`config.mk`:
```
export PLATFORM = sky130hd
export DESIGN_NAME = red_pixel_centroid_core
export DESIGN_NICKNAME = d
export VERILOG_FILES = /design/src/sv/rpc_pkg.sv /design/src/sv/red_pixel_centroid_core.sv
export SDC_FILE = /design/constraint.sdc
export NUM_CORES = 1
export LEC_CHECK = 0
export BUFFER_PORTS_ARGS = -buffer_cell sky130_fd_sc_hd__buf_2
export CAP_MARGIN = 20
export CORE_ASPECT_RATIO = 0.6
export CORE_MARGIN = 2
export CORE_UTILIZATION = 67
export CTS_CLUSTER_DIAMETER = 120
export DETAILED_ROUTE_END_ITERATION = 12
export PLACE_DENSITY = 0.9
export SLEW_MARGIN = 20
export SYNTH_ARGS = -nofsm -noshare
export SYNTH_HDL_FRONTEND = slang
export SYNTH_SLANG_ARGS = --single-unit
```
`constraint.sdc`:
```
create_clock -name clk -period 10 [get_ports clk]
set_input_delay 1 -clock clk [delete_from_list [all_inputs] [get_ports clk]]
set_output_delay 1 -clock clk [all_outputs]
set_load 0.02 [all_outputs]
```
`src/sv/rpc_pkg.sv`:
```
// ============================================================================
// rpc_pkg: shared definitions for the red pixel centroid core
// Field widths, register indexes, reset values and default size limits.
// ============================================================================
package rpc_pkg;

    // Width of one color component of a pixel.
    localparam int PIX_W = 8;

    // Width of the frame size registers.
    localparam int CFG_W = 11;

    // Width of the configuration register index.
    localparam int CFG_IDX_W = 2;

    // Widths of the result fields.
    localparam int CENT_W  = 10;
    localparam int COUNT_W = 21;

    // Default limits on the frame size.
    localparam int MAX_WIDTH_DEF  = 1024;
    localparam int MAX_HEIGHT_DEF = 1024;

    // Reset values of the frame size registers.
    localparam logic [CFG_W-1:0] FRAME_WIDTH_RST  = 11'd640;
    localparam logic [CFG_W-1:0] FRAME_HEIGHT_RST = 11'd480;

    // Configuration register indexes.
    typedef enum logic [CFG_IDX_W-1:0] {
        REG_FRAME_WIDTH  = 2'd0,
        REG_FRAME_HEIGHT = 2'd1
    } cfg_reg_t;

endpackage

```
`src/sv/red_pixel_centroid_core.sv`:
```
// ============================================================================
// red_pixel_centroid_core: centroid of the red pixels in a raster frame
// Counts red pixels of a row-major RGB stream, sums their columns and rows,
// and at the end of every frame divides the sums by the count on one shared
// bit-serial divider to give the rounded mean position.
// ============================================================================
//
//  channel | handshake                  | payload
//  --------+----------------------------+--------------------------------------
//  in      | in_valid / in_stall        | red, green, blue
//  out     | out_valid / out_stall      | centroid_x, centroid_y, red_count,
//          |                            | found
//  cfg     | cfg_valid / cfg_ready      | cfg_index, cfg_data
//
// A pixel is taken in every cycle while a frame is running. The last pixel of
// a frame starts the divider, which runs one quotient bit per cycle, first for
// the column and then for the row (QD bits each, QD = clog2 of the larger
// limit): in_stall stays high through the divider states and DONE, and DONE
// waits while the output holds the previous result. A frame without red
// pixels skips the divider and goes straight to DONE. The result waits in the
// output register while the next frame's pixels come in. Reset clears the
// position, sums and count and restores 640 by 480. cfg_ready is always high.
module red_pixel_centroid_core #(
    parameter int MAX_WIDTH  = rpc_pkg::MAX_WIDTH_DEF,
    parameter int MAX_HEIGHT = rpc_pkg::MAX_HEIGHT_DEF
) (
    input  logic                          clk,
    input  logic                          rst_n,
    // Pixel stream.
    input  logic                          in_valid,
    output logic                          in_stall,
    input  logic [rpc_pkg::PIX_W-1:0]     red,
    input  logic [rpc_pkg::PIX_W-1:0]     green,
    input  logic [rpc_pkg::PIX_W-1:0]     blue,
    // Frame results.
    output logic                          out_valid,
    input  logic                          out_stall,
    output logic [rpc_pkg::CENT_W-1:0]    centroid_x,
    output logic [rpc_pkg::CENT_W-1:0]    centroid_y,
    output logic [rpc_pkg::COUNT_W-1:0]   red_count,
    output logic                          found,
    // Configuration writes.
    input  logic                          cfg_valid,
    output logic                          cfg_ready,
    input  logic [rpc_pkg::CFG_IDX_W-1:0] cfg_index,
    input  logic [rpc_pkg::CFG_W-1:0]     cfg_data
);

    // Position, count and sum widths.
    localparam int CW    = $clog2(MAX_WIDTH);
    localparam int RW    = $clog2(MAX_HEIGHT);
    localparam int NCW   = $clog2(MAX_WIDTH * MAX_HEIGHT + 1);
    localparam int SXW   = CW + NCW;
    localparam int SYW   = RW + NCW;
    // Divider widths: quotient bits, divisor bits and numerator bits.
    localparam int QD    = (CW > RW) ? CW : RW;
    localparam int DW    = NCW + 1;
    localparam int NUMW  = QD + DW + 1;
    localparam int STW   = $clog2(QD + 1);
    // Width that holds both a size register and a size limit.
    localparam int WSZ_A = $clog2(MAX_WIDTH + 1);
    localparam int WSZ   = (WSZ_A > rpc_pkg::CFG_W) ? WSZ_A : rpc_pkg::CFG_W;
    localparam int HSZ_A = $clog2(MAX_HEIGHT + 1);
    localparam int HSZ   = (HSZ_A > rpc_pkg::CFG_W) ? HSZ_A : rpc_pkg::CFG_W;
    localparam int CENT_W  = rpc_pkg::CENT_W;
    localparam int COUNT_W = rpc_pkg::COUNT_W;

    typedef enum logic [2:0] {
        S_RUN,
        S_INIT_X,
        S_DIV_X,
        S_INIT_Y,
        S_DIV_Y,
        S_DONE
    } state_t;

    state_t                    state_reg, state_next;
    logic [rpc_pkg::CFG_W-1:0] frame_width_reg, frame_width_next;
    logic [rpc_pkg::CFG_W-1:0] frame_height_reg, frame_height_next;
    logic [CW-1:0]             column_reg, column_next;
    logic [RW-1:0]             row_reg, row_next;
    logic [SXW-1:0]            sum_x_reg, sum_x_next;
    logic [SYW-1:0]            sum_y_reg, sum_y_next;
    logic [NCW-1:0]            count_reg, count_next;
    logic [DW:0]               rem_reg, rem_next;
    logic [QD-1:0]             num_reg, num_next;
    logic [QD-1:0]             quot_reg, quot_next;
    logic [QD-1:0]             qx_reg, qx_next;
    logic [STW-1:0]            step_reg, step_next;
    logic                      out_valid_reg, out_valid_next;
    logic [CENT_W-1:0]         centroid_x_reg, centroid_x_next;
    logic [CENT_W-1:0]         centroid_y_reg, centroid_y_next;
    logic [COUNT_W-1:0]        red_count_reg, red_count_next;
    logic                      found_reg, found_next;

    logic [WSZ-1:0]            w_raw, w_eff;
    logic [HSZ-1:0]            h_raw, h_eff;
    logic                      last_col, last_row, is_red;
    logic [SXW-1:0]            sum_x_add;
    logic [SYW-1:0]            sum_y_add;
    logic [NCW-1:0]            count_add;
    logic [NUMW-1:0]           num_full;
    logic [DW-1:0]             divisor;
    logic [DW:0]               rem_shift;
    logic                      rem_ge;
    logic [QD-1:0]             quot_shift;

    // Effective frame size, saturated into the supported range.
    always_comb
    begin
        w_raw = WSZ'(frame_width_reg);
        h_raw = HSZ'(frame_height_reg);
        if (w_raw == '0)
            w_eff = WSZ'(1);
        else if (w_raw > WSZ'(MAX_WIDTH))
            w_eff = WSZ'(MAX_WIDTH);
        else
            w_eff = w_raw;
        if (h_raw == '0)
            h_eff = HSZ'(1);
        else if (h_raw > HSZ'(MAX_HEIGHT))
            h_eff = HSZ'(MAX_HEIGHT);
        else
            h_eff = h_raw;
    end

    // Pixel classification and end-of-row and end-of-frame detection.
    assign is_red   = ({1'b0, red[rpc_pkg::PIX_W-1:1]} > green) &&
                      ({1'b0, red[rpc_pkg::PIX_W-1:1]} > blue);
    assign last_col = (WSZ'(column_reg) + WSZ'(1)) >= w_eff;
    assign last_row = (HSZ'(row_reg) + HSZ'(1)) >= h_eff;

    // Accumulators with the current pixel included.
    assign sum_x_add = is_red ? sum_x_reg + SXW'(column_reg) : sum_x_reg;
    assign sum_y_add = is_red ? sum_y_reg + SYW'(row_reg) : sum_y_reg;
    assign count_add = is_red ? count_reg + NCW'(1) : count_reg;

    // Shared divider: numerator 2*sum + n over divisor 2*n, one bit a cycle.
    always_comb
    begin
        if (state_reg == S_INIT_X)
            num_full = NUMW'({sum_x_reg, 1'b0}) + NUMW'(count_reg);
        else
            num_full = NUMW'({sum_y_reg, 1'b0}) + NUMW'(count_reg);
    end
    assign divisor    = {count_reg, 1'b0};
    assign rem_shift  = {rem_reg[DW-1:0], num_reg[QD-1]};
    assign rem_ge     = rem_shift >= {1'b0, divisor};
    assign quot_shift = QD'({quot_reg, rem_ge});

    // Sequencer and next-state logic.
    always_comb
    begin
        state_next        = state_reg;
        frame_width_next  = frame_width_reg;
        frame_height_next = frame_height_reg;
        column_next       = column_reg;
        row_next          = row_reg;
        sum_x_next        = sum_x_reg;
        sum_y_next        = sum_y_reg;
        count_next        = count_reg;
        rem_next          = rem_reg;
        num_next          = num_reg;
        quot_next         = quot_reg;
        qx_next           = qx_reg;
        step_next         = step_reg;
        out_valid_next    = out_valid_reg;
        centroid_x_next   = centroid_x_reg;
        centroid_y_next   = centroid_y_reg;
        red_count_next    = red_count_reg;
        found_next        = found_reg;

        // Register writes; an unknown index is ignored.
        if (cfg_valid)
        begin
            unique case (cfg_index)
                rpc_pkg::REG_FRAME_WIDTH:  frame_width_next  = cfg_data;
                rpc_pkg::REG_FRAME_HEIGHT: frame_height_next = cfg_data;
                default: ;
            endcase
        end

        // The held result leaves once the receiver takes it.
        if (out_valid_reg && !out_stall)
            out_valid_next = 1'b0;

        unique case (state_reg)
            S_RUN:
            begin
                if (in_valid)
                begin
                    sum_x_next = sum_x_add;
                    sum_y_next = sum_y_add;
                    count_next = count_add;
                    if (!last_col)
                        column_next = column_reg + CW'(1);
                    else
                    begin
                        column_next = '0;
                        if (!last_row)
                            row_next = row_reg + RW'(1);
                        else
                        begin
                            row_next  = '0;
                            qx_next   = '0;
                            quot_next = '0;
                            state_next = (count_add == '0) ? S_DONE : S_INIT_X;
                        end
                    end
                end
            end
            S_INIT_X, S_INIT_Y:
            begin
                rem_next   = num_full[NUMW-1:QD];
                num_next   = num_full[QD-1:0];
                quot_next  = '0;
                step_next  = STW'(QD - 1);
                state_next = (state_reg == S_INIT_X) ? S_DIV_X : S_DIV_Y;
            end
            S_DIV_X, S_DIV_Y:
            begin
                rem_next  = rem_ge ? rem_shift - {1'b0, divisor} : rem_shift;
                num_next  = QD'({num_reg, 1'b0});
                quot_next = quot_shift;
                if (step_reg == '0)
                begin
                    if (state_reg == S_DIV_X)
                    begin
                        qx_next    = quot_shift;
                        state_next = S_INIT_Y;
                    end
                    else
                        state_next = S_DONE;
                end
                else
                    step_next = step_reg - STW'(1);
            end
            S_DONE:
            begin
                // Load the result once the output register is free.
                if (!out_valid_reg || !out_stall)
                begin
                    out_valid_next  = 1'b1;
                    centroid_x_next = CENT_W'(qx_reg);
                    centroid_y_next = CENT_W'(quot_reg);
                    red_count_next  = COUNT_W'(count_reg);
                    found_next      = (count_reg != '0);
                    sum_x_next      = '0;
                    sum_y_next      = '0;
                    count_next      = '0;
                    state_next      = S_RUN;
                end
            end
            default:
                state_next = S_RUN;
        endcase
    end

    // State, datapath and output registers.
    always_ff @(posedge clk or negedge rst_n)
    begin
        if (!rst_n)
        begin
            state_reg        <= S_RUN;
            frame_width_reg  <= rpc_pkg::FRAME_WIDTH_RST;
            frame_height_reg <= rpc_pkg::FRAME_HEIGHT_RST;
            column_reg       <= '0;
            row_reg          <= '0;
            sum_x_reg        <= '0;
            sum_y_reg        <= '0;
            count_reg        <= '0;
            rem_reg          <= '0;
            num_reg          <= '0;
            quot_reg         <= '0;
            qx_reg           <= '0;
            step_reg         <= '0;
            out_valid_reg    <= 1'b0;
            centroid_x_reg   <= '0;
            centroid_y_reg   <= '0;
            red_count_reg    <= '0;
            found_reg        <= 1'b0;
        end
        else
        begin
            state_reg        <= state_next;
            frame_width_reg  <= frame_width_next;
            frame_height_reg <= frame_height_next;
            column_reg       <= column_next;
            row_reg          <= row_next;
            sum_x_reg        <= sum_x_next;
            sum_y_reg        <= sum_y_next;
            count_reg        <= count_next;
            rem_reg          <= rem_next;
            num_reg          <= num_next;
            quot_reg         <= quot_next;
            qx_reg           <= qx_next;
            step_reg         <= step_next;
            out_valid_reg    <= out_valid_next;
            centroid_x_reg   <= centroid_x_next;
            centroid_y_reg   <= centroid_y_next;
            red_count_reg    <= red_count_next;
            found_reg        <= found_next;
        end
    end

    // Port drive.
    assign in_stall   = (state_reg != S_RUN);
    assign cfg_ready  = 1'b1;
    assign out_valid  = out_valid_reg;
    assign centroid_x = centroid_x_reg;
    assign centroid_y = centroid_y_reg;
    assign red_count  = red_count_reg;
    assign found      = found_reg;

    // A new result appears only from the final sequencer step.
    assert property (@(posedge clk) disable iff (!rst_n)
        $rose(out_valid) |-> $past(state_reg == S_DONE))
        else $error("result loaded outside the final step");

    // The partial remainder stays below the divisor during division.
    assert property (@(posedge clk) disable iff (!rst_n)
        (state_reg == S_DIV_X || state_reg == S_DIV_Y) |->
            (rem_reg < {1'b0, divisor}))
        else $error("divider remainder out of range");

    // A frame without red pixels gives an all-zero result.
    assert property (@(posedge clk) disable iff (!rst_n)
        (out_valid && !found) |->
            (centroid_x == '0 && centroid_y == '0 && red_count == '0))
        else $error("empty frame result is not zero");

    // The divider only starts on a frame with at least one red pixel.
    assert property (@(posedge clk) disable iff (!rst_n)
        (state_reg == S_INIT_X) |-> (count_reg != '0))
        else $error("division started with a zero count");

endmodule

```
## After elaboration in Yosys (flattened, before gate mapping)

Cells that the tools add are included.

- Bits in registers: 227
- Output and inout port bits: 45
- Word-level logic and storage cells: 122

- Add/subtract/negate cells: 11
- Magnitude comparators: 7
- Equality and inequality tests: 14
- Muxes and demuxes: 42
- Reduce and logical (&&, ||, !) cells: 30

Operator list:

| operator | count |
|---|---|
| 2-to-1 mux 31 bit | 5 |
| one-hot mux 31 bit (2 select lines) | 2 |
| 2-to-1 mux 10 bit | 7 |
| adder 32 x 21 -> 32 bit | 2 |
| 2-to-1 mux 21 bit | 3 |
| adder 31 x 10 -> 31 bit | 2 |
| 2-to-1 mux 11 bit | 4 |
| one-hot mux 22 bit (2 select lines) | 1 |
| one-hot mux 21 bit (2 select lines) | 1 |
| one-hot mux 10 bit (2 select lines) | 2 |
| 2-to-1 mux 32 bit | 1 |
| one-hot mux 10 bit (3 select lines) | 1 |
| 2-to-1 mux 3 bit | 8 |
| >= comparator 23 x 22 -> 1 bit | 1 |
| adder 10 x 1 -> 11 bit (second input constant) | 2 |
| >= comparator 11 bit | 2 |
| greater-than comparator 11 bit (second input constant) | 2 |
| logical NOT 11 bit | 2 |
| 2-to-1 mux 22 bit | 1 |
| subtractor 22 bit | 1 |
| adder 21 x 1 -> 21 bit (second input constant) | 1 |
| logical NOT 21 bit | 1 |
| nonzero test 21 bit | 1 |
| adder 10 x 1 -> 10 bit (second input constant) | 2 |
| 25 further kinds | 49 |

## Longest topological paths before layout

- Word-level depth: 9
- Gate-level depth with buffers: 18
- Mapped depth without buffers: 16

## Least setup slack after synthesis

OpenSTA, ideal clock, no wires.

- Path type: reg2reg
- From: reg state_reg[2]
- To: reg rem_reg[17]
- Setup time: 0.086 ns
- Arrival time: 4.100 ns
- Data required time: 9.914 ns
- Path slack: 5.815 ns
- Stages on the path, launching flop included: 16
- Cell sequence: dfrtp_1 clkbuf_1 nor3b_2 clkbuf_1 clkbuf_1 o21ai_0 fa_1 a211oi_1 nor2_1 o41a_1 a221oi_2 o31a_1 o21a_1 nor2_1 or3_1 a32oi_1

- Cells in the longest elaborated chain, start to end: 3

Ends and longest elaborated chain:

| what | line | source |
|---|---|---|
| start: declaration | red_pixel_centroid_core.sv:77 | `state_t state_reg, state_next;` |
| start signal: assignment | red_pixel_centroid_core.sv:285 | `state_reg <= state_next;` |
| == test 3 x 1 -> 1 bit (tied with other cells) | red_pixel_centroid_core.sv:141, red_pixel_centroid_core.sv:187 |  |
| 2-to-1 mux 32 bit / OR reduction 2 bit (equally long branches) | red_pixel_centroid_core.sv:141, red_pixel_centroid_core.sv:187 |  |
| one-hot mux 22 bit (2 select lines) / nonzero test 2 bit (equally long branches) | -- |  |
| end signal: assignment | red_pixel_centroid_core.sv:293 | `rem_reg <= rem_next;` |
| end: declaration | red_pixel_centroid_core.sv:85 | `logic [DW:0] rem_reg, rem_next;` |

Several ways; a longest one is shown, not always the timed one.
A chain may end at the register's enable or synchronous reset.

## Worst setup path in the final report

- From: reg state_reg[1]
- To: reg rem_reg[17]

The elaborated chain is that of the path after synthesis.

==> reports/metrics.csv <==
metric,value,unit
Die X,195,um
Layout Nets,1916,
Final HPWL DP,30300,um
post-DR vias/cell,6.60,
multiplexer share of the synthesized area,3.30,%
library cells used by synthesis,80,
"CTS clk-pin slew, worst paths",0.07,ns
syn_nets,1861,
setup bufs post-CTS,0,
clk_skew,0.0210,ns
Critical Path AT,5.23,ns
setup TNS,0,ns
adder-cell share of the synthesized area,9.34,%
most instantiated cells after synthesis,"335 x nand2_1, 221 x dfrtp_1, 130 x o21ai_0",
gr usage total,36.4,%
worst-path fanout max,23,
xor and xnor area share after synthesis,6.87,%
std cell rows,41,
startpoint types,register,
status,"finished, final reports clean",
dominant cell type by area after synthesis,dfrtp_1,
drt total wl,42200,um
Post-Synth Simple-Gate Area,21.8,%
Yosys Warn Count,0,
Place WS,5.33,ns
first-pass GRT wire length,67300,um
CTS Hold Bufs,0,
via count,13604,
Root Buffer,clkbuf_16,
max-cap viol count,0,
minimum clock period,4.79,ns
Vert. Die Dim,119,um
unrepaired setup endpoints after global routing,false,
largest cells by area after synthesis,"dfrtp_1 38%, ha_1 8.8%, nand2_1 8.6%",
drt first pass iters,8,
H-tree Lvls,1,
Post-synth EDFFs,0,
"count leader, synth",nand2_1,
Max Freq,209,MHz
"Core Util, Final",75.5,%
fraction of registers with async set/reset,100,%
Gate Count Post-Synth,1712,
cell area after synthesis,0.0147,sq mm
CP endpoint kind,register,
Die ar.,0.0231,sq mm
post-route insts no fill,2061,
"antenna viol nets, final",0,
LEAKAGE,7.64,nW
top_reg_cell synth,dfrtp_1,
Synth-to-Final Area Change,9.39,%
complex-gate fraction of the synthesized area,16.2,%
RePlAce Congestion,1.03,
clock sinks,227,
main combinational cell family by area after synthesis,simple AND/OR/NAND/NOR gates,
Wirelength per Cell,20.5,um
synthesis-stage register bit count,227,
DRC viols,0,
worst hold slack,0.470,ns
Final period util,47.9,%
grt ovf,0,
Worst EP required,10.44,ns
largest net degree at the start of global routing,116,
CTS tree,built,
Max Transition Viols Final,0,
CTS Buffer Depth,3,
sequential area share after synthesis,38.8,%
Worst Hold Class,reg -> reg,
CTS buffer count,22,
pwr dens,235,mW/mm^2
Worst Slack Setup Final,5.21,ns
slew at the pin closest to its max-slew limit,1.26,ns
Max rail drop VDD,0.000178,V
layout cell share with drive strength beyond 1,10.5,%
vias in the first global route,12788,
Core ar.,0.0212,sq mm
top-area cell type share of the netlist area,37.7,%
Syn Area/Cell,8.56,sq um
1st-iter DRT viols,1688,
post-placement cell count,2021,
initial antenna violation count,0,
clock latency on the worst-skew pair,0.52,ns
I/O pin count,87,
n_diodes,0,
Final Hold Vio Count,0,
critical path type,reg -> reg,
Max transition margin,14.8,%
Finish-stage setup viols,0,
PostCTS Resize Cnt,0,
Starting Density,69.0,%
PortBufs,84,
-- cell usage in the layout (no fill, tap or decap), types with 8 or more instances in the layout --
| cell | netlist | layout |
|---|---|---|
| a21oi_1 | 90 | 88 |
| o21ai_0 | 130 | 130 |
| mux2i_1 | 19 | 19 |
| nand2_1 | 335 | 335 |
| nand3_1 | 75 | 75 |
| ha_1 | 103 | 103 |
| a31oi_1 | 16 | 16 |
| or3_1 | 9 | 9 |
| mux2_2 | 26 | 26 |
| and4_1 | 9 | 9 |
| xor2_1 | 55 | 55 |
| a211oi_1 | 18 | 18 |
| nor3_1 | 26 | 26 |
| nand4_1 | 24 | 24 |
| nor4_1 | 16 | 16 |
| buf_2 | 6 | 83 |
| nand2b_1 | 13 | 12 |
| a21o_1 | 21 | 21 |
| buf_4 | 1 | 17 |
| clkbuf_1 | 57 | 8 |
| a22oi_1 | 13 | 13 |
| and3_1 | 23 | 23 |
| inv_1 | 67 | 67 |
| clkbuf_16 | 0 | 23 |
| nor2b_1 | 13 | 12 |
| dfrtp_1 | 221 | 221 |
| nor2_1 | 118 | 118 |
| xnor2_1 | 60 | 60 |
| o31ai_1 | 13 | 13 |
-- worst paths after layout --
kind | slack [ns] | depth (start not counted) | start | end
worst max-delay path | 5.21 | 14 | state_reg[1]$_DFFE_PN0P_ | rem_reg[17]$_DFFE_PN0P_
worst min-delay path | 0.47 | 2 | qx_reg[2]$_DFFE_PN0P_ | centroid_x[2]$_DFFE_PN0P_
worst max register to register | 5.21 | 14 | state_reg[1]$_DFFE_PN0P_ | rem_reg[17]$_DFFE_PN0P_
worst min register to register | 0.47 | 2 | qx_reg[2]$_DFFE_PN0P_ | centroid_x[2]$_DFFE_PN0P_
max in group asynchronous | 8.11 | 2 | rst_n | num_reg[9]$_DFFE_PN0P_
min in group asynchronous | 0.56 | 1 | rst_n | count_reg[6]$_DFFE_PN0P_
-- power by group --
group	switching [W]	leakage (nW)	internal [W]	total, W
clock network	0.000364	0.348	0.000479	0.000843
registers	0.000189	3.03	0.00110	0.00129
logic	0.00106	4.26	0.000565	0.00163
total	0.00162	7.64	0.00215	0.00377
-- layer usage --
metal | vias to the layer above | global-route usage, % | wire length [um]
met3 | 117 | 11.4 | 6130
met4 | 0 | 7.63 | 889
li1 | 6136 | - | -
met1 | 6442 | 54.9 | 18000
met5 | - | 0 | 0
met2 | 909 | 51.2 | 17200
-- cells by family after synthesis --
| group | count (synthesis) |
|---|---|
| adder cells (fa/ha/maj) | 107 |
| buffers and inverters | 139 |
| other | 1 |
| flip-flops | 227 |
| XOR/XNOR | 115 |
| multiplexers | 45 |
| AND/OR/NAND/NOR | 698 |
| AO/OA/AOI/OAI | 380 |
-- worst max-delay path, stage by stage, from the launching register on --
cell and delay (ns):
dfrtp_1 0.63, nand3b_1 0.81, nand2_1 0.26, nand2_1 0.11
ha_1 0.23, fa_1 0.45, a211oi_1 0.23, nor2_1 0.12
o41a_1 0.37, a221oi_2 0.36, o31a_1 0.24, o21a_1 0.31
nor2_1 0.10, or3_1 0.31, a32oi_1 0.17
-- through the flow --
stage / power (W) / area (sq um)
floorplan: 0.00238 / 14700
global placement: 0.00278 / 15300
detailed placement: 0.00285 / 15300
CTS: 0.00370 / 16000
global route: 0.00396 / 16000
finish: 0.00377 / 16000
-- area by class of cell --
class	count	area [sq um]
fill	1449	5210
clock inverter	4	48.8
tap	279	349
sequential	227	5690
inverter	68	255
clock buffer	35	661
timing repair buffer	102	563
multi-input combinational	1346	8470
(Power assumes the default switching activity.)
